### config.mk
export PLATFORM = sky130hd
export DESIGN_NAME = nec_ir_frame_decoder_top_flat
export DESIGN_NICKNAME = d
export VERILOG_FILES = /design/src/rtl/core/nec_ir_pkg.sv /design/src/rtl/core/nec_ir_if.sv /design/src/rtl/core/nec_ir_cfg.sv /design/src/rtl/core/nec_ir_frame_decoder_top.sv /design/src/flat_wrapper.sv
export SDC_FILE = /design/constraint.sdc
export NUM_CORES = 1
export LEC_CHECK = 0
export BUFFER_PORTS_ARGS = -buffer_cell sky130_fd_sc_hd__buf_2
export CORE_ASPECT_RATIO = 0.8
export CORE_UTILIZATION = 44
export DETAILED_ROUTE_END_ITERATION = 8
export PLACE_DENSITY = 0.71
export SLEW_MARGIN = 20
export SYNTH_ARGS = -nofsm -noshare
export SYNTH_HDL_FRONTEND = slang
export SYNTH_SLANG_ARGS = --single-unit
### constraint.sdc
create_clock -name clk -period 5.15 [get_ports clk]
set_input_delay 0.515 -clock clk [delete_from_list [all_inputs] [get_ports clk]]
set_output_delay 0.515 -clock clk [all_outputs]
set_load 0.03 [all_outputs]
### src/rtl/core/nec_ir_pkg.sv
// Shared types and constants for the NEC IR frame decoder.
// No dependencies; used by nec_ir_pulse_if, nec_ir_cfg, the top level and the testbench.
package nec_ir_pkg;

	localparam int WIDTH_W    = 16;
	localparam int CFG_W      = 16;
	localparam int IDX_W      = 3;
	localparam int NUM_REGS   = 6;
	localparam int FRAME_BITS = 32;
	localparam int BITS_W     = 6;

	// tolerance is nominal/5; x/5 == (x * 52429) >> 18 for any 16-bit x
	localparam int TOL_DIV     = 5;
	localparam int RECIP_W     = 18;
	localparam int RECIP_SHIFT = 18;
	localparam logic [RECIP_W-1:0] TOL_RECIP = RECIP_W'((2 ** RECIP_SHIFT) / TOL_DIV + 1);

	typedef enum logic [IDX_W-1:0] {
		REG_LEADER_LOW   = 3'd0,
		REG_START_SPACE  = 3'd1,
		REG_REPEAT_SPACE = 3'd2,
		REG_BIT_MARK     = 3'd3,
		REG_ZERO_SPACE   = 3'd4,
		REG_ONE_SPACE    = 3'd5
	} reg_idx_t;

	localparam logic [CFG_W-1:0] RST_NOM [NUM_REGS] = '{
		16'd9000, 16'd4500, 16'd2250, 16'd560, 16'd560, 16'd1690
	};

	// acceptance window [lo, hi] for one nominal width
	typedef struct packed {
		logic [WIDTH_W-1:0] lo;
		logic [WIDTH_W:0]   hi;
	} win_t;

	typedef win_t [NUM_REGS-1:0] win_set_t;

	function automatic logic in_window(input logic [WIDTH_W-1:0] w, input win_t win);
		logic ge_lo;
		logic le_hi;
		ge_lo = (w >= win.lo);
		le_hi = ({1'b0, w} <= win.hi);
		return ge_lo && le_hi;
	endfunction

endpackage

### src/rtl/core/nec_ir_if.sv
// Valid/ready channel interfaces for pulse requests and decode results.
// Depends on nec_ir_pkg.
interface nec_ir_pulse_if;
	import nec_ir_pkg::*;

	logic               valid;
	logic               ready;
	logic               pulse_level;
	logic [WIDTH_W-1:0] width_us;

	modport source (output valid, output pulse_level, output width_us, input ready);
	modport sink   (input valid, input pulse_level, input width_us, output ready);
endinterface

interface nec_ir_result_if;
	logic       valid;
	logic       ready;
	logic       frame_ok;
	logic       repeat_code;
	logic [7:0] device_address;
	logic [7:0] command_code;

	modport source (output valid, output frame_ok, output repeat_code,
		output device_address, output command_code, input ready);
	modport sink   (input valid, input frame_ok, input repeat_code,
		input device_address, input command_code, output ready);
endinterface

### src/rtl/core/nec_ir_cfg.sv
// Timing registers: holds the acceptance window of each nominal width.
// Depends on nec_ir_pkg. Windows are computed once, at write time.
module nec_ir_cfg (
	input  logic                           clk,
	input  logic                           arst_n,
	input  logic                           cfg_we,
	input  logic [nec_ir_pkg::IDX_W-1:0]   cfg_idx,
	input  logic [nec_ir_pkg::CFG_W-1:0]   cfg_data,
	output nec_ir_pkg::win_set_t           win
);
	import nec_ir_pkg::*;

	logic [CFG_W+RECIP_W-1:0] prod;
	logic [CFG_W-1:0]         tol;
	logic [WIDTH_W-1:0]       new_lo;
	logic [WIDTH_W:0]         new_hi;

	assign prod   = cfg_data * TOL_RECIP;
	assign tol    = prod[RECIP_SHIFT +: CFG_W];
	assign new_lo = cfg_data - tol;
	assign new_hi = {1'b0, cfg_data} + {1'b0, tol};

	for (genvar i = 0; i < NUM_REGS; i++) begin : g_reg
		localparam logic [WIDTH_W-1:0] RST_LO =
			WIDTH_W'(RST_NOM[i] - RST_NOM[i] / TOL_DIV);
		localparam logic [WIDTH_W:0]   RST_HI =
			(WIDTH_W+1)'({1'b0, RST_NOM[i]} + (RST_NOM[i] / TOL_DIV));

		always_ff @(posedge clk or negedge arst_n) begin
			if (!arst_n) begin
				win[i].lo <= RST_LO;
				win[i].hi <= RST_HI;
			end else if (cfg_we && cfg_idx == IDX_W'(i)) begin
				win[i].lo <= new_lo;
				win[i].hi <= new_hi;
			end
		end
	end

endmodule

### src/rtl/core/nec_ir_frame_decoder_top.sv
// NEC IR frame decoder top level: pulse request in, decode result out.
// Depends on nec_ir_pkg, nec_ir_if.sv and nec_ir_cfg.
//
// Each request is one measured line pulse (level, width in us). The decoder
// follows leader mark, leader space, then either a repeat code or 32 data
// bits sent LSB first, and returns address and command with frame_ok set when
// both complement bytes check. A pulse is accepted every cycle while results
// are taken; it is held in the input register, and its result, if any, is
// then registered in the result register. Only a result that is not taken
// stalls the input. Any mismatch returns a result with all fields zero;
// the pulse after a repeat leader and the stop bit produce no result. Timing
// registers may be written only while no pulse is in flight.
module nec_ir_frame_decoder_top (
	input  logic                         clk,
	input  logic                         arst_n,
	input  logic                         cfg_we,
	input  logic [nec_ir_pkg::IDX_W-1:0] cfg_idx,
	input  logic [nec_ir_pkg::CFG_W-1:0] cfg_data,
	nec_ir_pulse_if.sink                 pulse,
	nec_ir_result_if.source              result
);
	import nec_ir_pkg::*;

	typedef enum logic [2:0] {
		PH_IDLE        = 3'd0,
		PH_LEAD_HIGH   = 3'd1,
		PH_REPEAT_TAIL = 3'd2,
		PH_BIT_MARK    = 3'd3,
		PH_BIT_SPACE   = 3'd4,
		PH_STOP        = 3'd5
	} phase_t;

	win_set_t win;

	nec_ir_cfg u_cfg (
		.clk      (clk),
		.arst_n   (arst_n),
		.cfg_we   (cfg_we),
		.cfg_idx  (cfg_idx),
		.cfg_data (cfg_data),
		.win      (win)
	);

	// input register
	logic               vld_s1;
	logic               lvl_s1;
	logic [WIDTH_W-1:0] width_s1;
	logic               adv;

	assign adv         = !result.valid || result.ready;
	assign pulse.ready = !vld_s1 || adv;

	always_ff @(posedge clk or negedge arst_n) begin
		if (!arst_n) begin
			vld_s1 <= 1'b0;
		end else if (pulse.ready) begin
			vld_s1 <= pulse.valid;
		end
	end

	always_ff @(posedge clk) begin
		if (pulse.valid && pulse.ready) begin
			lvl_s1   <= pulse.pulse_level;
			width_s1 <= pulse.width_us;
		end
	end

	// decode
	phase_t               phase_q, phase_d;
	logic [BITS_W-1:0]    bits_q, bits_d, bits_inc;
	logic [FRAME_BITS-1:0] shift_q, shift_d;
	logic                 emit, fail, ok_d, rep_d;
	logic [7:0]           addr_d, cmd_d;
	logic near_lead, near_start, near_rep, near_mark, near_zero, near_one;

	assign near_lead  = in_window(width_s1, win[REG_LEADER_LOW]);
	assign near_start = in_window(width_s1, win[REG_START_SPACE]);
	assign near_rep   = in_window(width_s1, win[REG_REPEAT_SPACE]);
	assign near_mark  = in_window(width_s1, win[REG_BIT_MARK]);
	assign near_zero  = in_window(width_s1, win[REG_ZERO_SPACE]);
	assign near_one   = in_window(width_s1, win[REG_ONE_SPACE]);
	assign bits_inc   = bits_q + BITS_W'(1);

	always_comb begin
		phase_d = phase_q;
		bits_d  = bits_q;
		shift_d = shift_q;
		emit    = 1'b0;
		fail    = 1'b0;
		ok_d    = 1'b0;
		rep_d   = 1'b0;
		addr_d  = '0;
		cmd_d   = '0;
		unique case (phase_q)
			PH_LEAD_HIGH: begin
				if (!lvl_s1) begin
					fail = 1'b1;
				end else if (near_rep) begin
					phase_d = PH_REPEAT_TAIL;
					emit    = 1'b1;
					ok_d    = 1'b1;
					rep_d   = 1'b1;
				end else if (!near_start) begin
					fail = 1'b1;
				end else begin
					phase_d = PH_BIT_MARK;
					bits_d  = '0;
					shift_d = '0;
				end
			end
			PH_REPEAT_TAIL, PH_STOP: begin
				phase_d = PH_IDLE;
			end
			PH_BIT_MARK: begin
				if (lvl_s1 || !near_mark) begin
					fail = 1'b1;
				end else begin
					phase_d = PH_BIT_SPACE;
				end
			end
			PH_BIT_SPACE: begin
				if (!lvl_s1 || (!near_one && !near_zero)) begin
					fail = 1'b1;
				end else begin
					// LSB first: new bit enters at the top
					shift_d = {near_one, shift_q[FRAME_BITS-1:1]};
					if (bits_inc == BITS_W'(FRAME_BITS)) begin
						phase_d = PH_STOP;
						bits_d  = '0;
						emit    = 1'b1;
						addr_d  = shift_d[7:0];
						cmd_d   = shift_d[23:16];
						ok_d    = (shift_d[15:8] == ~shift_d[7:0]) &&
							(shift_d[31:24] == ~shift_d[23:16]);
					end else begin
						phase_d = PH_BIT_MARK;
						bits_d  = bits_inc;
					end
				end
			end
			default: begin
				// idle and unused codes; a high pulse here is dropped
				phase_d = PH_IDLE;
				if (!lvl_s1) begin
					if (near_lead) begin
						phase_d = PH_LEAD_HIGH;
					end else begin
						fail = 1'b1;
					end
				end
			end
		endcase
		if (fail) begin
			phase_d = PH_IDLE;
			bits_d  = '0;
			shift_d = '0;
			emit    = 1'b1;
			ok_d    = 1'b0;
			rep_d   = 1'b0;
			addr_d  = '0;
			cmd_d   = '0;
		end
	end

	// state and result register
	always_ff @(posedge clk or negedge arst_n) begin
		if (!arst_n) begin
			phase_q      <= PH_IDLE;
			bits_q       <= '0;
			shift_q      <= '0;
			result.valid <= 1'b0;
		end else if (adv) begin
			result.valid <= vld_s1 && emit;
			if (vld_s1) begin
				phase_q <= phase_d;
				bits_q  <= bits_d;
				shift_q <= shift_d;
			end
		end
	end

	always_ff @(posedge clk) begin
		if (adv && vld_s1 && emit) begin
			result.frame_ok       <= ok_d;
			result.repeat_code    <= rep_d;
			result.device_address <= addr_d;
			result.command_code   <= cmd_d;
		end
	end

	// checks
	a_bits_idle: assert property (@(posedge clk) disable iff (!arst_n)
		(phase_q != PH_BIT_MARK && phase_q != PH_BIT_SPACE) |-> bits_q == '0)
		else $error("bit count not clear outside data phase");

	a_bits_range: assert property (@(posedge clk) disable iff (!arst_n)
		bits_q < BITS_W'(FRAME_BITS))
		else $error("bit count out of range");

	a_repeat_fields: assert property (@(posedge clk) disable iff (!arst_n)
		(result.valid && result.repeat_code) |->
		(result.frame_ok && result.device_address == 8'd0 && result.command_code == 8'd0))
		else $error("repeat result with bad fields");

	a_result_source: assert property (@(posedge clk) disable iff (!arst_n)
		$rose(result.valid) |-> $past(vld_s1))
		else $error("result without a request in the input register");

endmodule

### src/flat_wrapper.sv
// flat-port wrapper written by rule: the top's interface ports become plain ports
module nec_ir_frame_decoder_top_flat import nec_ir_pkg::*;
  (clk, arst_n, cfg_we, cfg_idx, cfg_data, pulse_valid, pulse_pulse_level, pulse_width_us, pulse_ready, result_valid, result_frame_ok, result_repeat_code, result_device_address, result_command_code, result_ready);
  nec_ir_pulse_if pulse_i ();
  nec_ir_result_if result_i ();
  input  logic clk;
  input  logic arst_n;
  input  logic cfg_we;
  input  logic [nec_ir_pkg::IDX_W-1:0] cfg_idx;
  input  logic [nec_ir_pkg::CFG_W-1:0] cfg_data;
  input wire logic [$bits(pulse_i.valid)-1:0] pulse_valid;
  input wire logic [$bits(pulse_i.pulse_level)-1:0] pulse_pulse_level;
  input wire logic [$bits(pulse_i.width_us)-1:0] pulse_width_us;
  output wire logic [$bits(pulse_i.ready)-1:0] pulse_ready;
  output wire logic [$bits(result_i.valid)-1:0] result_valid;
  output wire logic [$bits(result_i.frame_ok)-1:0] result_frame_ok;
  output wire logic [$bits(result_i.repeat_code)-1:0] result_repeat_code;
  output wire logic [$bits(result_i.device_address)-1:0] result_device_address;
  output wire logic [$bits(result_i.command_code)-1:0] result_command_code;
  input wire logic [$bits(result_i.ready)-1:0] result_ready;
  assign pulse_i.valid = pulse_valid;
  assign pulse_i.pulse_level = pulse_pulse_level;
  assign pulse_i.width_us = pulse_width_us;
  assign pulse_ready = pulse_i.ready;
  assign result_valid = result_i.valid;
  assign result_frame_ok = result_i.frame_ok;
  assign result_repeat_code = result_i.repeat_code;
  assign result_device_address = result_i.device_address;
  assign result_command_code = result_i.command_code;
  assign result_i.ready = result_ready;
  nec_ir_frame_decoder_top u_core (.clk(clk), .arst_n(arst_n), .cfg_we(cfg_we), .cfg_idx(cfg_idx), .cfg_data(cfg_data), .pulse(pulse_i), .result(result_i));
endmodule
* Word level (Yosys, flattened, before mapping) *
Cells that the tools add are included.

storage, ports and cells
  register bits after elaboration = 276
  latch bits = 0
  memory bits (writable) = 0
  ROM bits = 0
  input port bits = 41
  output and inout port bits = 20
  memories = 0

operators by class
  $add $sub $neg = 3
  multipliers = 1
  divide/modulo/power cells = 0
  order comparisons = 12
  equality and inequality tests = 19
  shift operators = 0
  mux-type cells = 40
  bitwise gates (word level) = 5
  reduce and logical (&&, ||, !) cells = 35

operators with widths
  operator                  count
  $mux W32                  5
  $le A16 B17 Y1            6
  $ge A16 B16 Y1            6
  $pmux W32 S2              1
  $mux W6                   6
  $mul A16 B16 Y32 const B  1
  $mux W3                   8
  $logic_and A1 B1 Y1       18
  $add A16 B14 Y17          1
  $eq A8 B8 Y1              2
  $not A8 Y8                2
  $sub A16 B14 Y16          1
  $mux W1                   15
  $eq A3 B2 Y1 const B      4
  $eq A3 B3 Y1 const B      4
  $pmux W3 S4               1
  $pmux W6 S2               1
  $ne A3 B2 Y1 const B      3
  $reduce_and A7 Y1         1
  $add A6 B1 Y6 const B     1
  $eq A3 B1 Y1 const B      2
  $eq A6 B6 Y1 const B      1
  $logic_not A1 Y1          6
  $ne A3 B1 Y1 const B      2
  10 further kinds          17

* Longest topological paths before layout *
  word-level depth = 9
  mapped depth = 31
  depth with buffers taken out = 30

* Cells and area by module *
From an unflattened synthesis, not the netlist that was laid out.

second synthesis, totals
  cells, all modules = 2355
  area total of the unflattened synthesis = 21340.5 um^2

modules (own cells, without submodules)
  module                    instances  cells each  area each (um^2)  seq. area each (um^2)
  nec_ir_cfg                1          1382        13225.2           4868.4
  nec_ir_frame_decoder_top  1          973         8115.3            2102.0

* Least setup slack after synthesis *
No wires, ideal clock.

  path type = input-to-reg
  from = input cfg_data[14] (netlist bit)
  to = register u_core.u_cfg.win[114] (netlist name)
  setup time = 138 ps
  arrival time = 7036 ps
  required time = 5012 ps
  path slack = -2024 ps
  stages = 30
  buffers on the path = 1
  cell sequence = clkbuf_1 -> inv_1 -> ha_1 -> inv_1 -> ha_1 -> inv_1 -> fa_1 -> inv_1 -> fa_1 -> fa_1 -> inv_1 -> fa_1 -> inv_1 -> ha_1 -> a21oi_1 -> nand2_1 -> o311a_1 -> a211o_1 -> and2_1 -> a21oi_1 -> nand2b_1 -> a21oi_1 -> ha_1 -> or2_2 -> a21o_1 -> a21o_1 -> o31a_1 -> o41ai_2 -> mux2i_1 -> o31ai_1

on the way
  longest elaborated chain between the ends = 2

RTL lines
  what                RTL line            source
  start: declaration  flat_wrapper.sv:10  input logic [nec_ir_pkg::CFG_W-1:0] cfg_data;
  $mul A16 B16 Y32    nec_ir_cfg.sv:18    assign prod = cfg_data * TOL_RECIP;
  $add A16 B14 Y17 *  nec_ir_cfg.sv:21    assign new_hi = {1'b0, cfg_data} + {1'b0, tol};

Every way passes the cells marked *; elsewhere a longest branch is shown, timed or not.
A chain may end at the register's enable or synchronous reset.

* Worst setup path in the final report *
  from = input cfg_data[1] (netlist bit)
  to = register u_core.u_cfg.win[180] (netlist name)

on the way
  longest elaborated chain between the ends = 2

RTL lines
  what                RTL line
  $mul A16 B16 Y32    nec_ir_cfg.sv:18
  $add A16 B14 Y17 *  nec_ir_cfg.sv:21

Marked as above.

==> results.sh <==
export IMPL_start_util=0.445
export IMPL_fin_crit_ns=6.63
export IMPL_die_area_um2=48400
export IMPL_cts_root_buf="clkbuf_16"
export IMPL_clkSinkCount=269
export IMPL_synth_top_area_share=0.219
export IMPL_violations="setup timing"
export IMPL_numCtsBuffers=30
export IMPL_clk_pin_slew_worst_paths_ns=0.06
export IMPL_critical_path_arrival_ns=7.07
export IMPL_clock_latency_ns=0.58
export IMPL_grt_pass1_wl_um=90400
export IMPL_synth_edf_count=35
export IMPL_synth_net_count=2693
export IMPL_use_met2=0.386
export IMPL_drv_slew=0
export IMPL_max_slew_worst_pin_slew_ns=0.991
export IMPL_hold_viol_final=0
export IMPL_fin_crit_sh=1.29
export IMPL_dp_cells=3020
export IMPL_syn_cell_area_um2=20900
export IMPL_synth_distinct_cells=75
export IMPL_rsz0062_at_grt="yes"
export IMPL_r2r_setup_slack_ns=0.72
export IMPL_synthCells=2217
export IMPL_worst_setup_path_start_kind="input pin"
export IMPL_track_usage=0.237
export IMPL_std_cell_rows=71
export IMPL_wl_per_cell_um=18.5
export IMPL_syn_to_final_growth_pct=25.9
export IMPL_synth_main_ff_cell="dfrtp_1"
export IMPL_slowest_delay_ns=0.54
export IMPL_gp_congestion=0.907
export IMPL_final_setup_viol_count=186
export IMPL_reg2reg_depth=11
export IMPL_hp_class="in2reg"
export IMPL_instances_no_fill=3113
export IMPL_drtIter0Drc=1196
export IMPL_yosys_warnings=0
export IMPL_cts_max_level=1
export IMPL_drtPass1Iterations=5
export IMPL_async_flop_share=0.870
export IMPL_ant_nets=0
export IMPL_chipHeight_um=197
export IMPL_pin_count=61
export IMPL_postSynthAreaPerCell_um2=9.43
export IMPL_core_area_um2=47000
export IMPL_grt_busiest_layer="met2"
export IMPL_critPathKind="in2reg"
export IMPL_hpwlAfterDp_um=42600
export IMPL_grt_overflow_total=0
export IMPL_rr_startpoint="u_core.width_s1[10]"
export IMPL_crit_start="cfg_data[1]"
export IMPL_drc=0
export IMPL_hold_ws_ns=0.106
export IMPL_antenna_found_initial=2
export IMPL_grtUsageMet1=0.327
export IMPL_finalWirelength_um=57600
export IMPL_cts_tree="built"
export IMPL_die_x_um=246
export IMPL_vias=16600
export IMPL_max_cap_viol_count=0
export IMPL_cts_buffer_depth=3
export IMPL_r2r_end="u_core.result.repeat_code"
export IMPL_yosysTopAreaCell="dfrtp_1"
export IMPL_synth_seq_cells=269
export IMPL_relSlewSlack=0.339
export IMPL_cp_max_fo=6
export IMPL_crit_path_top_delay_cell="fa_1"
export IMPL_cp_end_kind="flop"
export IMPL_layout_nets=2943
export IMPL_port_buffers=60
export IMPL_grt_util_met3=0.0283
export IMPL_seq_area_frac_synth=0.333
export IMPL_fmax_mhz=151
export IMPL_cp_data_required_time_ns=5.58
export IMPL_synth_area_leaders="dfrtp_1 22%, ha_1 21%, fa_1 7.8%"
export IMPL_nFillCells=3945
export IMPL_endpoint="u_core.u_cfg.win[180]"
export IMPL_clock_skew_ns=0.0292
export IMPL_grt_max_degree=84
export IMPL_final_layout_size_suffix_gt1_frac=0.271
export IMPL_setup_slack_ns=-1.48
export IMPL_outcome="complete, but fails checks"
export IMPL_post_drt_via_cell_ratio=5.34
export IMPL_path_common_cell="fa_1"
export IMPL_first_global_vias=16900
worst min-delay path by stage:
stage / depth (start not counted) / to / start
CTS: 1 / u_core.width_s1[14] / pulse_width_us[14]
detailed placement: 2 / u_core.u_cfg.win[4] / u_core.u_cfg.win[4]
global placement: 2 / u_core.u_cfg.win[9] / u_core.u_cfg.win[9]
global route: 1 / u_core.width_s1[14] / pulse_width_us[14]
finish: 1 / u_core.width_s1[14] / pulse_width_us[14]
floorplan: 0 / u_core.bits_q[0] / arst_n
cell type report:
| type | count | area, um2 | area share |
|---|---|---|---|
| clock inverters | 13 | 158 | 0.00599 |
| inverters | 423 | 1600 | 0.0608 |
| multi-input cells | 1461 | 13700 | 0.519 |
| flip-flops and latches | 269 | 6970 | 0.265 |
| clock buffers | 42 | 911 | 0.0346 |
| repair buffers | 282 | 2260 | 0.0857 |
| well taps | 620 | 776 | 0.0295 |
| diodes | 3 | 7.51 | 0.000285 |
sequential cells by signal (all words and copies together), names as in the netlist:
| register | count |
|---|---|
| u_core.bits_q | 6 |
| u_core.lvl_s1 | 1 |
| u_core.phase_q | 3 |
| u_core.result.command_code | 8 |
| u_core.result.device_address | 8 |
| u_core.result.frame_ok | 1 |
| u_core.result.repeat_code | 1 |
| u_core.result.valid | 1 |
| u_core.shift_q | 31 |
| u_core.u_cfg.win | 192 |
| u_core.vld_s1 | 1 |
| u_core.width_s1 | 16 |
critical path, delay by kind of cell:
family	cells	cell delay (ns)
XOR/XNOR	1	0.14
AND/OR/NAND/NOR	4	0.66
buffers and inverters	4	0.40
AO/OA/AOI/OAI	11	1.89
adder cells (fa/ha/maj)	8	3.07
multiplexers	1	0.35
cell usage after synthesis, types with 3 or more instances:
library cell	instances
a31oi_1	3
fa_1	81
clkbuf_1	57
xnor2_1	33
or2_2	5
dfstp_2	51
inv_1	423
nor2b_1	12
nor4_1	4
ha_1	354
buf_2	3
a21o_1	72
o21ai_0	206
nand2_1	219
mux2_2	13
dfrtp_1	183
and2_1	7
a211oi_1	10
or3_1	6
nand3_1	65
o21ai_1	6
o211ai_1	4
and3_1	23
edfxtp_1	35
o31ai_1	18
o21bai_1	7
nand2b_1	17
o41ai_2	3
buf_6	4
a221oi_1	3
nor2_1	56
o31a_1	5
nor3_1	11
o31ai_2	26
a211o_1	5
o22ai_1	5
xor2_1	32
nand4_1	29
a21oi_1	63
o211a_1	3
o21a_1	12
layer usage:
metal | wire length, um | up-vias
met5 | 0 | -
met4 | 1650 | 0
met3 | 2960 | 91
met2 | 26900 | 408
met1 | 26100 | 8175
li1 | - | 7953
layout by cell type, fill, tap and decap left out, types with 42 or more instances in the layout:
cell	n
dfrtp_1	183
a21o_1	72
o21ai_2	68
buf_2	46
inv_1	400
buf_4	189
nor2_1	46
fa_1	77
nand2_1	215
nand3_1	59
a21oi_1	44
o21ai_1	100
ha_1	314
dfstp_2	51
o21ai_0	42
through the flow:
step / TNS, ns / cell area (um2) / util / setup WS [ns]
CTS: -156.65 / 25800 / 0.550 / -1.39
global route: -218.04 / 26300 / 0.560 / -1.73
global placement: -279.05 / 23800 / 0.506 / -1.98
finish: -175.28 / 26300 / 0.560 / -1.48
detailed placement: -292.63 / 23800 / 0.506 / -2.08
floorplan: -175.47 / 21500 / - / -1.54
kinds of logic after synthesis:
logic type      count (synthesis)  synth area share
compound gates                477             0.149
xor+xnor                       65            0.0272
fa+ha+maj                     436             0.290
buf+inv                       487            0.0890
flops                         269             0.333
mux                            15           0.00796
simple gates                  468             0.104
repair_timing:
| action | 4_1_cts | 5_1_grt |
|---|---|---|
| hold buffers | 1 | 0 |
| endpoints found under the setup margin | 186 | 186 |
| cloned | 0 | 0 |
| resized for setup | 198 | 75 |
| endpoints found under the hold margin | 47 | 0 |
| pin swaps | 92 | 47 |
| setup buffers | 26 | 19 |
Power is left out: the tool's default activity adds up to more than one toggle a clock period on the data nets, which glitch-free logic cannot reach.
